### src/owoq_pkg.sv
`timescale 1ns / 1ps
package owoq_pkg;

    // Fixed widths set by the field formats
    localparam int CFG_IDX_W  = 3;
    localparam int CFG_DATA_W = 32;
    localparam int GW_W       = 13;
    localparam int CPM_W      = 16;
    localparam int RANGE_W    = 31;
    localparam int POS_W      = 32;
    localparam int MUL_A_W    = 35;   // p - range - origin, exact
    localparam int MUL_B_W    = 17;   // cells_per_meter or grid_width, zero-extended
    localparam int PROD_W     = 52;
    localparam int CRD_W      = 28;   // cell coordinate
    localparam int BASE_W     = 42;   // signed linear index of a row start
    localparam int WIN_W      = 9;    // window width, up to the largest clamp
    localparam int LIM_W      = 25;   // cell count limit, up to the largest map
    localparam int DIST_W     = 16;
    localparam int FRAC_SHIFT = 24;
    localparam logic [PROD_W:0] HALF_Q24 = (PROD_W + 1)'(1) << (FRAC_SHIFT - 1);

    // Configuration register indexes
    typedef enum logic [CFG_IDX_W-1:0] {
        CFG_GRID_WIDTH      = 3'd0,
        CFG_GRID_HEIGHT     = 3'd1,
        CFG_ORIGIN_X        = 3'd2,
        CFG_ORIGIN_Y        = 3'd3,
        CFG_CELLS_PER_METER = 3'd4,
        CFG_SEARCH_RANGE    = 3'd5
    } t_cfg_idx;

    // Request action codes
    typedef enum logic {
        ACT_LOAD  = 1'b0,
        ACT_QUERY = 1'b1
    } t_action;

    typedef struct packed {
        logic        [GW_W-1:0]    grid_width;
        logic        [GW_W-1:0]    grid_height;
        logic signed [POS_W-1:0]   origin_x;
        logic signed [POS_W-1:0]   origin_y;
        logic        [CPM_W-1:0]   cells_per_meter;
        logic        [RANGE_W-1:0] search_range;
    } t_cfg;

    localparam t_cfg CFG_RESET = '{
        grid_width:      13'd256,
        grid_height:     13'd256,
        origin_x:        32'sd0,
        origin_y:        32'sd0,
        cells_per_meter: 16'd5120,
        search_range:    31'd32768
    };

    // Window handed from the geometry unit to the scanner
    typedef struct packed {
        logic signed [BASE_W-1:0] base;
        logic        [WIN_W-1:0]  w;
        logic                     clamped;
        logic        [LIM_W-1:0]  limit;
    } t_window;

    typedef struct packed {
        logic              found;
        logic [DIST_W-1:0] min_dist;
        logic              clamped;
    } t_result;

    typedef enum logic [2:0] {
        ST_CLEAR,
        ST_IDLE,
        ST_GEOM,
        ST_SCAN,
        ST_POST
    } t_state;

    typedef enum logic [2:0] {
        G_IDLE,
        G_OFFX1,
        G_OFFX2,
        G_OFFY1,
        G_AREA,
        G_ROW,
        G_BASE,
        G_DONE
    } t_geom_state;

    // Q24 cell value to cell coordinate: subtract one half, truncate toward zero
    function automatic logic signed [CRD_W-1:0] to_cell(input logic signed [PROD_W-1:0] p);
        logic signed [PROD_W:0]            v;
        logic signed [PROD_W-FRAC_SHIFT:0] q;
        v = $signed({p[PROD_W-1], p}) - $signed(HALF_Q24);
        q = v[PROD_W:FRAC_SHIFT];
        if (v[PROD_W] && (v[FRAC_SHIFT-1:0] != '0)) begin
            q = q + 1'b1;
        end
        return q[CRD_W-1:0];
    endfunction

endpackage

### src/owoq_scan.sv
`timescale 1ns / 1ps
module owoq_scan #(
    parameter int GRID_CELLS = 65536,
    parameter int MAX_WINDOW = 64
) (
    input  logic                            i_clk,
    input  logic                            i_rst_n,
    input  logic                            i_start,
    input  owoq_pkg::t_window               i_win,
    input  logic [owoq_pkg::GW_W-1:0]       i_grid_width,
    output logic                            o_rd_en,
    output logic [$clog2(GRID_CELLS)-1:0]   o_rd_addr,
    input  logic                            i_rd_data,
    output logic                            o_done,
    output owoq_pkg::t_result               o_res
);
    localparam int AW   = $clog2(GRID_CELLS);
    localparam int WW   = $clog2(MAX_WINDOW + 1);
    localparam int DW   = $clog2(2 * MAX_WINDOW * MAX_WINDOW + 1);
    localparam int SQW  = 2 * (WW + 2);
    localparam int SATW = (DW > owoq_pkg::DIST_W + 1) ? DW : owoq_pkg::DIST_W + 1;
    localparam int BW   = owoq_pkg::BASE_W;

    logic                 r_busy;
    logic [WW-1:0]        r_i, r_j, r_w;
    logic signed [BW-1:0] r_row, r_idx;
    logic                 r_rd_v;
    logic [DW-1:0]        r_d, n_d;
    logic                 r_found;
    logic [DW-1:0]        r_best;
    logic                 rows_left, in_rng, issue, row_end;
    logic signed [WW+1:0] di, dj;
    logic signed [SQW-1:0] sq_i, sq_j;
    logic [BW-1:0]        gw_e;
    logic [SATW-1:0]      best_e;

    assign gw_e      = {{(BW - owoq_pkg::GW_W){1'b0}}, i_grid_width};
    assign rows_left = (r_i < r_w);
    assign in_rng    = !r_idx[BW-1]
                     && ($unsigned(r_idx) < {{(BW - owoq_pkg::LIM_W){1'b0}}, i_win.limit});
    assign issue     = r_busy && rows_left && (r_j < r_w) && in_rng;
    assign row_end   = r_busy && rows_left && !issue;
    assign o_done    = r_busy && !rows_left && !r_rd_v;

    // Squared distance of the issued cell to the window center, times four
    assign di   = $signed({1'b0, r_i, 1'b0}) - $signed({2'b00, r_w});
    assign dj   = $signed({1'b0, r_j, 1'b0}) - $signed({2'b00, r_w});
    assign sq_i = di * di;
    assign sq_j = dj * dj;
    assign n_d  = DW'($unsigned(sq_i)) + DW'($unsigned(sq_j));

    // Walk the window: one cell read per cycle within a row, with a step to the next row at each row end
    always_ff @(posedge i_clk) begin
        if (!i_rst_n) begin
            r_busy <= 1'b0;
            r_rd_v <= 1'b0;
        end else begin
            r_rd_v <= issue;
            if (i_start) begin
                r_busy <= 1'b1;
            end else if (o_done) begin
                r_busy <= 1'b0;
            end
        end
    end

    always_ff @(posedge i_clk) begin
        r_d <= n_d;
        if (i_start) begin
            r_i     <= '0;
            r_j     <= '0;
            r_w     <= WW'(i_win.w);
            r_row   <= i_win.base;
            r_idx   <= i_win.base;
            r_found <= 1'b0;
            r_best  <= '0;
        end else begin
            if (issue) begin
                r_j   <= r_j + 1'b1;
                r_idx <= r_idx + 1'b1;
            end else if (row_end) begin
                r_i   <= r_i + 1'b1;
                r_j   <= '0;
                r_row <= r_row + gw_e;
                r_idx <= r_row + gw_e;
            end
            // Keep the least distance of an occupied cell
            if (r_rd_v && i_rd_data && (!r_found || (r_d < r_best))) begin
                r_found <= 1'b1;
                r_best  <= r_d;
            end
        end
    end

    assign o_rd_en   = issue;
    assign o_rd_addr = r_idx[AW-1:0];

    // Saturate the distance to the result width
    assign best_e = SATW'(r_best);
    always_comb begin
        o_res.found    = r_found;
        o_res.clamped  = i_win.clamped;
        if (!r_found) begin
            o_res.min_dist = '0;
        end else if (best_e > SATW'({owoq_pkg::DIST_W{1'b1}})) begin
            o_res.min_dist = {owoq_pkg::DIST_W{1'b1}};
        end else begin
            o_res.min_dist = best_e[owoq_pkg::DIST_W-1:0];
        end
    end

    a_scan_bounds: assert property (@(posedge i_clk) disable iff (!i_rst_n)
        r_busy |-> ((r_i <= r_w) && (r_j <= r_w)))
        else $error("scan counters ran past the window");

    a_done_ends: assert property (@(posedge i_clk) disable iff (!i_rst_n)
        o_done |=> !r_busy)
        else $error("scanner still busy after done");

    a_read_owner: assert property (@(posedge i_clk) disable iff (!i_rst_n)
        r_rd_v |-> $past(r_busy))
        else $error("read data returned without a scan in flight");
endmodule

### config.mk
export PLATFORM = sky130hd
export DESIGN_NAME = owoq_scan
export DESIGN_NICKNAME = d
export VERILOG_FILES = /design/src/owoq_pkg.sv /design/src/owoq_scan.sv
export SDC_FILE = /design/constraint.sdc
export NUM_CORES = 1
export LEC_CHECK = 0
export BUFFER_PORTS_ARGS = -buffer_cell sky130_fd_sc_hd__buf_2
export CAP_MARGIN = 10
export CORE_MARGIN = 3
export CORE_UTILIZATION = 29
export DETAILED_ROUTE_END_ITERATION = 10
export PLACE_DENSITY_LB_ADDON = 0.08
export SETUP_SLACK_MARGIN = 0.5
export SLEW_MARGIN = 40
export SYNTH_ARGS = -nofsm -noshare
export SYNTH_HDL_FRONTEND = slang
export SYNTH_SLANG_ARGS = --single-unit
export TNS_END_PERCENT = 10
### constraint.sdc
create_clock -name i_clk -period 7.4 [get_ports i_clk]
set_clock_uncertainty 0.05 [all_clocks]
set_input_delay 0.37 -clock i_clk [delete_from_list [all_inputs] [get_ports i_clk]]
set_output_delay 0.37 -clock i_clk [all_outputs]
set_load 0.03 [all_outputs]
==> metrics.txt <==
Critical Path Source=r_w[2]; hpwl dp=around 30 mm; Post-synth top flop=edfxtp_1; Starting Density=approximately 30%; Post-Syn Instances=between 1,000 and 1,500; PnR worst setup slack=about 0.55 ns; grt ovf=0; clock latency on the worst-skew pair=0.45 ns; Iter 0 DRT Violations=a little under 500; Post-DRT Antenna Nets=0; Antenna Diode Count=0; Worst R2R Start=r_w[2]; internal reg-to-reg setup slack=approximately 0.55 ns; layout cells sized above 1=roughly a fifth; RSZ-0062 raised after global routing=yes; Root Buffer=clkbuf_16; Highest Clock Rate=about 150 MHz; FF-to-FF path depth=27; Slew @ Worst Pin=between 0.7 and 0.8 ns; register area share after synthesis=27.1%; Rel. slew slack=around 49%; Crit-path slowest cell=fa_2; Tmin final=between 6 and 7 ns; #FFs+latches synth=between 100 and 150; Setup crit start kind=flop; htree depth=4; crit path DAT=about 7.1 ns; period utilization=~93%; Worst setup EP type=flop; CTS sink count=between 100 and 150; final setup fails=0; Wirelength per Cell=roughly 17 um; max-capacitance violation count=0; CP Capture Point=r_d[13]; nets@finish=roughly 1,900; r2r endpoint=r_d[13]; WS Path Type=reg -> reg; Final Slew Violations=0; CP peak stage delay=slightly below 0.6 ns; RePlAce Congestion=0.782; clock tree buffer depth=2; Core ar.=roughly 45,000 sq um; vias in the first global route=10,800; CTS tree=built; Die Width=around 220 um; Filler Cells Inserted=between 4,000 and 5,000; WP data required=7.68 ns; first-pass GRT wire length=roughly 60 mm; number of synthesis warnings=0; ys async rst share=0%; Netlist cell types=70; DRC=0; most common cell after layout, fill and taps aside=inv_1; Hold Crit Class=in -> reg; area grow syn2layout=19.9%; clock-pin slew on the worst setup and hold paths=approximately 0.060 ns; CTS Hold Bufs=0; largest net degree at the start of global routing=a little over 60; initial antenna violation count=1; Tot GR Track Use=between 10% and 20%; die area=between 40,000 and 50,000 sq um; Port-buffer cells=122; EDFF count, synth=between 90 and 100; WHS Path Cells=1; I/O pin cnt=130; DR vias=between 10,000 and 15,000; average size of a mapped cell=between 9 and 10 sq um; Post-Syn Area=between 10,000 and 15,000 sq um; worst-path fanout max=7; Sum Neg Setup Slack=0 ns; CTS buffer count=17; sequential cell area=3590 sq um; DR vias/cell=4.69; Routed WL=37.3 mm; outcome=completed; Die Y-Extent=between 200 and 250 um; multi-input logic area=approximately 9000 sq um; commonest non-fill, non-tap cells in the layout=inv_1, ha_1, buf_2, nor2_1, nand2_1; final hold violation count=0; First-pass DRT Iterations=5; row cnt=77; Place WS=-0.0171 ns
synthesized netlist by cell type, types with 4 or more instances:
cell type	instances	area (sq um)
a211oi_1	10	75.1
a21boi_0	8	60.1
a21o_1	22	165
a21oi_1	44	220
a22oi_1	4	30.0
and2_1	25	156
and3_1	17	106
and4_1	9	78.8
buf_2	4	20.0
buf_4	21	158
clkbuf_1	30	113
dfxtp_1	43	861
edfxtp_1	91	2730
fa_1	106	2120
ha_1	133	1660
inv_1	194	728
mux2_2	23	259
mux2i_1	24	240
nand2_1	112	420
nand2b_1	12	75.1
nand3_1	31	155
nand3b_1	4	30.0
nand4_1	17	106
nor2_1	116	435
nor2b_1	12	75.1
nor3_1	16	80.1
nor3b_1	8	60.1
nor4_1	17	106
o2111ai_1	4	35.0
o211ai_1	5	37.5
o21a_1	16	120
o21ai_0	63	315
o21bai_1	4	30.0
o31ai_1	4	30.0
or3_1	4	25.0
or4_1	6	45.0
xnor2_1	58	508
xor2_1	36	315
worst min-delay path by stage:
stage | from | end | slack (ns)
6_report | i_win[27] | r_w[1] | 0.06
5_1_grt | i_win[28] | r_w[2] | 0.03
4_1_cts | i_win[28] | r_w[2] | 0.02
3_5_place_dp | r_best[2] | r_best[2] | 0.43
3_3_place_gp | r_d[1] | r_best[1] | 0.42
2_1_floorplan | r_d[1] | r_best[1] | 0.40
cell families (layout without fill, tap and decap cells):
logic type	after synthesis	in the layout	share of synthesized area, %
AND/OR/NAND/NOR	417	417	15.5
flip-flops	134	134	27.1
other	1	3	0.0283
AO/OA/AOI/OAI	221	221	11.0
multiplexers	48	48	3.88
adder cells (fa/ha/maj)	239	239	28.5
buffers and inverters	253	421	7.79
XOR/XNOR	94	94	6.21
area by class of cell:
type | count | area share, %
Inverter | 196 | 4.64
Clock inverter | 14 | 1.45
Sequential cell | 134 | 22.6
Tap cell | 592 | 4.66
Timing Repair Buffer | 193 | 7.23
Clock buffer | 18 | 2.70
Multi-Input combinational cell | 1022 | 56.7
registers in the layout (all words and copies together) (netlist names), 7 cells and up:
signal,count
r_best,13
r_i,7
r_row,42
r_d,13
r_w,7
r_j,7
r_idx,42
what timing repair did:
item	4_1_cts	5_1_grt
gates resized for setup	43	15
pin swaps	37	33
setup endpoints to repair	5	3
buffers inserted	18	3
stage by stage:
step           utilization [%]  hold slack, ns  area [sq um]  cells
6_report                  35.6          0.0551         15900   2169
2_1_floorplan                -           0.405         13400   1409
4_1_cts                   35.4          0.0207         15800   2166
5_1_grt                   35.6          0.0299         15900   2169
3_3_place_gp              33.1           0.417         14800   2116
3_5_place_dp              33.1           0.435         14800   2116
critical path: cells and delay by family (launching register included):
family,cells,cell delay (ns)
simple gates,3,0.67
buf+inv,4,0.27
xor+xnor,2,0.21
fa+ha+maj,9,3.70
compound gates,9,1.45
flops,1,0.38
per-layer routing:
layer  global-route usage, %  wire [um]
met4                    3.69        533
met2                    27.8      18300
met1                    21.1      17500
met3                    2.66       1010
met5                       0         11
Power is left out: the tool's default activity adds up to more than one toggle a clock period on the data nets, which glitch-free logic cannot reach.
