<file path="config.mk">
export PLATFORM = sky130hd
export DESIGN_NAME = owoq_geom
export DESIGN_NICKNAME = d
export VERILOG_FILES = /design/src/owoq_pkg.sv /design/src/owoq_geom.sv
export SDC_FILE = /design/constraint.sdc
export NUM_CORES = 2
export LEC_CHECK = 0
export BUFFER_PORTS_ARGS = -buffer_cell sky130_fd_sc_hd__buf_2
export CAP_MARGIN = 40
export CORE_UTILIZATION = 50
export CTS_BUF_LIST = sky130_fd_sc_hd__clkbuf_16
export CTS_CLUSTER_SIZE = 20
export DETAILED_ROUTE_END_ITERATION = 16
export PLACE_DENSITY_LB_ADDON = 0.12
export SLEW_MARGIN = 15
export SYNTH_ARGS = -nofsm -noshare
export SYNTH_HDL_FRONTEND = slang
export SYNTH_SLANG_ARGS = --single-unit
</file>
<file path="constraint.sdc">
create_clock -name i_clk -period 12.65 [get_ports i_clk]
set_input_delay 3.795 -clock i_clk [delete_from_list [all_inputs] [get_ports i_clk]]
set_output_delay 3.795 -clock i_clk [all_outputs]
set_load 0.01 [all_outputs]
</file>
<file path="src/owoq_pkg.sv">
`timescale 1ns / 1ps
package owoq_pkg;

    // Fixed widths set by the field formats
    localparam int CFG_IDX_W  = 3;
    localparam int CFG_DATA_W = 32;
    localparam int GW_W       = 13;
    localparam int CPM_W      = 16;
    localparam int RANGE_W    = 31;
    localparam int POS_W      = 32;
    localparam int MUL_A_W    = 35;   // p - range - origin, exact
    localparam int MUL_B_W    = 17;   // cells_per_meter or grid_width, zero-extended
    localparam int PROD_W     = 52;
    localparam int CRD_W      = 28;   // cell coordinate
    localparam int BASE_W     = 42;   // signed linear index of a row start
    localparam int WIN_W      = 9;    // window width, up to the largest clamp
    localparam int LIM_W      = 25;   // cell count limit, up to the largest map
    localparam int DIST_W     = 16;
    localparam int FRAC_SHIFT = 24;
    localparam logic [PROD_W:0] HALF_Q24 = (PROD_W + 1)'(1) << (FRAC_SHIFT - 1);

    // Configuration register indexes
    typedef enum logic [CFG_IDX_W-1:0] {
        CFG_GRID_WIDTH      = 3'd0,
        CFG_GRID_HEIGHT     = 3'd1,
        CFG_ORIGIN_X        = 3'd2,
        CFG_ORIGIN_Y        = 3'd3,
        CFG_CELLS_PER_METER = 3'd4,
        CFG_SEARCH_RANGE    = 3'd5
    } t_cfg_idx;

    // Request action codes
    typedef enum logic {
        ACT_LOAD  = 1'b0,
        ACT_QUERY = 1'b1
    } t_action;

    typedef struct packed {
        logic        [GW_W-1:0]    grid_width;
        logic        [GW_W-1:0]    grid_height;
        logic signed [POS_W-1:0]   origin_x;
        logic signed [POS_W-1:0]   origin_y;
        logic        [CPM_W-1:0]   cells_per_meter;
        logic        [RANGE_W-1:0] search_range;
    } t_cfg;

    localparam t_cfg CFG_RESET = '{
        grid_width:      13'd256,
        grid_height:     13'd256,
        origin_x:        32'sd0,
        origin_y:        32'sd0,
        cells_per_meter: 16'd5120,
        search_range:    31'd32768
    };

    // Window handed from the geometry unit to the scanner
    typedef struct packed {
        logic signed [BASE_W-1:0] base;
        logic        [WIN_W-1:0]  w;
        logic                     clamped;
        logic        [LIM_W-1:0]  limit;
    } t_window;

    typedef struct packed {
        logic              found;
        logic [DIST_W-1:0] min_dist;
        logic              clamped;
    } t_result;

    typedef enum logic [2:0] {
        ST_CLEAR,
        ST_IDLE,
        ST_GEOM,
        ST_SCAN,
        ST_POST
    } t_state;

    typedef enum logic [2:0] {
        G_IDLE,
        G_OFFX1,
        G_OFFX2,
        G_OFFY1,
        G_AREA,
        G_ROW,
        G_BASE,
        G_DONE
    } t_geom_state;

    // Q24 cell value to cell coordinate: subtract one half, truncate toward zero
    function automatic logic signed [CRD_W-1:0] to_cell(input logic signed [PROD_W-1:0] p);
        logic signed [PROD_W:0]            v;
        logic signed [PROD_W-FRAC_SHIFT:0] q;
        v = $signed({p[PROD_W-1], p}) - $signed(HALF_Q24);
        q = v[PROD_W:FRAC_SHIFT];
        if (v[PROD_W] && (v[FRAC_SHIFT-1:0] != '0)) begin
            q = q + 1'b1;
        end
        return q[CRD_W-1:0];
    endfunction

endpackage

</file>
<file path="src/owoq_geom.sv">
`timescale 1ns / 1ps
module owoq_geom #(
    parameter int GRID_CELLS = 65536,
    parameter int MAX_WINDOW = 64
) (
    input  logic                              i_clk,
    input  logic                              i_rst_n,
    input  logic                              i_start,
    input  logic signed [owoq_pkg::POS_W-1:0] i_query_x,
    input  logic signed [owoq_pkg::POS_W-1:0] i_query_y,
    input  owoq_pkg::t_cfg                    i_cfg,
    output logic                              o_done,
    output owoq_pkg::t_window                 o_win
);
    localparam int AW = owoq_pkg::MUL_A_W;
    localparam int BW = owoq_pkg::MUL_B_W;
    localparam int PW = owoq_pkg::PROD_W;
    localparam int CW = owoq_pkg::CRD_W;

    owoq_pkg::t_geom_state r_state, n_state;

    logic signed [owoq_pkg::POS_W-1:0]  r_qx, r_qy;
    logic signed [PW-1:0]               r_prod;
    logic signed [PW-1:0]               n_prod;
    logic signed [AW-1:0]               mul_a;
    logic signed [BW-1:0]               mul_b;
    logic signed [AW-1:0]               qx_e, qy_e, ox_e, oy_e, rng_e;
    logic signed [CW-1:0]               r_x1, r_x2, r_y1;
    logic signed [CW:0]                 wdiff;
    logic signed [owoq_pkg::BASE_W-1:0] r_base;
    logic        [owoq_pkg::WIN_W-1:0]  r_w;
    logic                               r_clamped;
    logic        [owoq_pkg::LIM_W-1:0]  r_limit;

    // Next step of the setup sequence
    always_comb begin
        n_state = r_state;
        case (r_state)
            owoq_pkg::G_IDLE:  if (i_start) n_state = owoq_pkg::G_OFFX1;
            owoq_pkg::G_OFFX1: n_state = owoq_pkg::G_OFFX2;
            owoq_pkg::G_OFFX2: n_state = owoq_pkg::G_OFFY1;
            owoq_pkg::G_OFFY1: n_state = owoq_pkg::G_AREA;
            owoq_pkg::G_AREA:  n_state = owoq_pkg::G_ROW;
            owoq_pkg::G_ROW:   n_state = owoq_pkg::G_BASE;
            owoq_pkg::G_BASE:  n_state = owoq_pkg::G_DONE;
            owoq_pkg::G_DONE:  n_state = owoq_pkg::G_IDLE;
            default:           n_state = owoq_pkg::G_IDLE;
        endcase
    end

    always_ff @(posedge i_clk) begin
        if (!i_rst_n) begin
            r_state <= owoq_pkg::G_IDLE;
        end else begin
            r_state <= n_state;
        end
    end

    // Sign-extended operands of the offset sums
    assign qx_e  = {{(AW - owoq_pkg::POS_W){r_qx[owoq_pkg::POS_W-1]}}, r_qx};
    assign qy_e  = {{(AW - owoq_pkg::POS_W){r_qy[owoq_pkg::POS_W-1]}}, r_qy};
    assign ox_e  = {{(AW - owoq_pkg::POS_W){i_cfg.origin_x[owoq_pkg::POS_W-1]}}, i_cfg.origin_x};
    assign oy_e  = {{(AW - owoq_pkg::POS_W){i_cfg.origin_y[owoq_pkg::POS_W-1]}}, i_cfg.origin_y};
    assign rng_e = {{(AW - owoq_pkg::RANGE_W){1'b0}}, i_cfg.search_range};

    // Select the multiplier operands for each step
    always_comb begin
        mul_a = '0;
        mul_b = '0;
        case (r_state)
            owoq_pkg::G_OFFX1: begin
                mul_a = qx_e - rng_e - ox_e;
                mul_b = {1'b0, i_cfg.cells_per_meter};
            end
            owoq_pkg::G_OFFX2: begin
                mul_a = qx_e + rng_e - ox_e;
                mul_b = {1'b0, i_cfg.cells_per_meter};
            end
            owoq_pkg::G_OFFY1: begin
                mul_a = qy_e - rng_e - oy_e;
                mul_b = {1'b0, i_cfg.cells_per_meter};
            end
            owoq_pkg::G_AREA: begin
                mul_a = {{(AW - owoq_pkg::GW_W){1'b0}}, i_cfg.grid_width};
                mul_b = {{(BW - owoq_pkg::GW_W){1'b0}}, i_cfg.grid_height};
            end
            owoq_pkg::G_ROW: begin
                mul_a = {{(AW - CW){r_y1[CW-1]}}, r_y1};
                mul_b = {{(BW - owoq_pkg::GW_W){1'b0}}, i_cfg.grid_width};
            end
            default: begin
                mul_a = '0;
                mul_b = '0;
            end
        endcase
    end

    assign n_prod = mul_a * mul_b;
    assign wdiff  = {r_x2[CW-1], r_x2} - {r_x1[CW-1], r_x1};

    // Register the product, then fold it into the window one step later
    always_ff @(posedge i_clk) begin
        r_prod <= n_prod;
        if (i_start && (r_state == owoq_pkg::G_IDLE)) begin
            r_qx <= i_query_x;
            r_qy <= i_query_y;
        end
        case (r_state)
            owoq_pkg::G_OFFX2: r_x1 <= owoq_pkg::to_cell(r_prod);
            owoq_pkg::G_OFFY1: r_x2 <= owoq_pkg::to_cell(r_prod);
            owoq_pkg::G_AREA: begin
                r_y1 <= owoq_pkg::to_cell(r_prod);
                if (wdiff > $signed((CW + 1)'(MAX_WINDOW))) begin
                    r_w       <= owoq_pkg::WIN_W'(MAX_WINDOW);
                    r_clamped <= 1'b1;
                end else if (wdiff[CW]) begin
                    r_w       <= '0;
                    r_clamped <= 1'b0;
                end else begin
                    r_w       <= wdiff[owoq_pkg::WIN_W-1:0];
                    r_clamped <= 1'b0;
                end
            end
            owoq_pkg::G_ROW: begin
                if (r_prod > $signed(PW'(GRID_CELLS))) begin
                    r_limit <= owoq_pkg::LIM_W'(GRID_CELLS);
                end else begin
                    r_limit <= r_prod[owoq_pkg::LIM_W-1:0];
                end
            end
            owoq_pkg::G_BASE: begin
                r_base <= r_prod[owoq_pkg::BASE_W-1:0]
                        + {{(owoq_pkg::BASE_W - CW){r_x1[CW-1]}}, r_x1};
            end
            default: ;
        endcase
    end

    // Window out once every step has landed
    always_comb begin
        o_done          = (r_state == owoq_pkg::G_DONE);
        o_win.base      = r_base;
        o_win.w         = r_w;
        o_win.clamped   = r_clamped;
        o_win.limit     = r_limit;
    end
endmodule

</file>
==> flow_summary.toml <==
[status]
run_status = "finished, final reports clean"

[critical_path]
timing.rr.start = "r_qx[1]"
path_buf_inv = 7
crit_type = "in -> reg"
critPathTopFamily = "adder cells"
cp-end-kind = "flip-flop"
critPathLaunch = "i_cfg[79]"
crit_required_ps = 13170
start_kind = "primary input"
crit_path_max_incr_delay_ps = 610
crit_path_frequent_cell = "fa_1"
arrival_ps = 13040
slowest_stage = "fa_2"
worst-path-max-fanout = 6

[clocking]
cts.sinks = 280
cts.clk_slew.worst_paths_ps = 60
clock_path_buffers = 3
cts-buffers-inserted = 34
clk_latency_ps = 590
cts_root_buffer = "clkbuf_16"
cts_tree = "done"
ctsHtreeMaxLevel = 2
ctsHoldBuffers = 0

[timing]
layout_worst_path_cycle_share_pct = 99.0
fmax_mhz = 79.8
rsz0062_at_grt = "yes"
finalSetupViolations = 0
fin_skew_ps = 26.4
fin_ws_ps = 125
tightest_slew_ps = 927
fin_crit_ps = 12520
hold_violations = 0
slew_headroom_pct = 36.4
drv_slew = 0

[logic_synthesis]
synth_most_common_cell = "inv_1"
synthSimpleGateAreaFrac_pct = 13.8
synth_warnings = 0
synth_fa_ha_area_share_pct = 38.2
synthFlopType = "edfxtp_1"
ys_async_sr_fraction_pct = 0
muxShareOfSynthArea_pct = 1.01
synth_commonest_cells = "886 x inv_1, 607 x fa_1, 491 x nand2_1"
synth_top_family_by_area = "adder cells"
synth_edf_count = 225
synth_cell_types = 103
synth-compound-area-share_pct = 14.2
synth.area.top_cells = "fa_1 29%, edfxtp_1 16%, ha_1 9.0%"
syn_inst = 4630
synth-xor-area-share_pct = 4.44
synth_top_cell_area_share_pct = 29.1
ys_ff_latch = 280
ys_seq_area_share_pct = 18.8
syn-cell-area_mm2 = 0.0418
synth.largest_area_cell = "fa_1"
syn_avg_cell_area_um2 = 9.03

[routing]
drt_iter0_drc = 3177
dr_wl_met3_um = 11900
drc = 0
drt-met1-wl_um = 61900
dr_wl_met2_um = 68500
highest_layer = "met5"
postRouteAntennaNets = 0
via_per_inst = 5.66
wirelength_um = 147000
drt-pass1-iter-count = 6
vias = 37231
wire_per_inst_um = 22.4

[global_routing]
overflow = 0
grt_use_total_pct = 35.0
grt_max_degree = 43
antenna_found_initial = 9
grt_pass1_wl_um = 225000
grt_pass1_vias = 37947

[die]
dieArea_mm2 = 0.0848
num_rows = 105
die_w_um = 291
start_util_pct = 50.8
die_h_um = 291
coreArea_mm2 = 0.0824
ioPinCount = 282

[placed_design]
gp_congestion = 0.992
port_buffers = 281
placed_area_mm2 = 0.0494
dp_hpwl_um = 124000
dpl.cell_count = 6489
dp_worst_setup_slack_ps = -916

[power_and_ir_drop]
cellLeakagePower_nw = 24.8
peakVddDrop_v = 0.000121
power_mw = 9.27
power_density_mw_per_mm2 = 180

[min_path]
hp-class = "reg -> reg"
min_from = "r_x1[0]"

[finish]
final_util_pct = 62.7
nets = 6588
finalNonFillerCells = 6574
area_delta_synth_final_pct = 23.5
fillers = 7273
drive_above_1_share_pct = 22.8
fin_area_mm2 = 0.0516

[flow_run]
drv_cap = 0
[sequential cells by signal, summed over array words and instances, names as in the netlist]
| register | flops |
|---|---|
| r_x2 | 28 |
| r_clamped | 1 |
| r_state | 3 |
| r_y1 | 28 |
| r_x1 | 28 |
| r_qx | 32 |
| r_base | 42 |
| r_w | 9 |
| r_qy | 32 |
| r_limit | 25 |
| r_prod | 52 |
[layout by cell type, fill, tap and decap left out, drive strengths merged, types with 85 or more instances in the layout]
cell type and count:
a21o 91, a21oi 266, and2 85, buf 976
edfxtp 225, fa 607, ha 300, inv 895
nand2 493, nor2 226, nor2b 89, o21ai 201
xnor2 132
[cell families (layout without fill, tap and decap cells)]
group	after synthesis	in the layout
adders and majority gates	912	912
buffers and inverters	1054	1926
DFF	280	280
other	1	3
muxes	42	42
AOI/OAI and AO/OA	926	926
xor gates and xnor gates	212	212
and+or+nand+nor	1203	1203
[through the flow]
stage               hold slack, ps  setup TNS [ps]
global placement               573          -15600
finish                         610               0
global route                   640           -1110
CTS                            607               0
detailed placement             578          -16480
floorplan                      537               0
[layout make-up]
type                       count  area, µm²  area share [%]
inverter                     886       3330            6.44
clock buffer                  34        851            1.65
antenna                        1       2.50         0.00485
clock inverter                28        355           0.688
tap                         1070       1340            2.59
timing repair buffer         978       6980            13.5
sequential                   280       7860            15.2
multi-input combinational   3297      30900            59.9
[final timing paths]
kind	to	slack [ps]	cells past startpoint
worst max-delay path	r_prod[49]	130	38
worst min-delay path	r_base[0]	610	1
worst max register to register	r_prod[50]	3010	39
worst min register to register	r_base[0]	610	1
[layer usage]
metal  vias to the layer above  global-route usage, %
met5                         -                      0
met4                         2                   11.0
met3                       259                   5.17
met2                      1545                   57.1
met1                     18576                   47.9
li1                      16849                      -
[power breakdown]
part	switching [mW]	internal, mW	total, mW
Clock	0.451	0.610	1.06
Combinational	3.84	2.92	6.75
Sequential	0.198	1.26	1.45
[timing repair]
action                     in CTS  in global routing
setup buffers                   2                 19
gates cloned                    0                  2
resized for setup              22                167
pin swaps                       8                124
setup endpoints to repair      16                 24
Note: power is estimated with default switching activity, not from simulation.
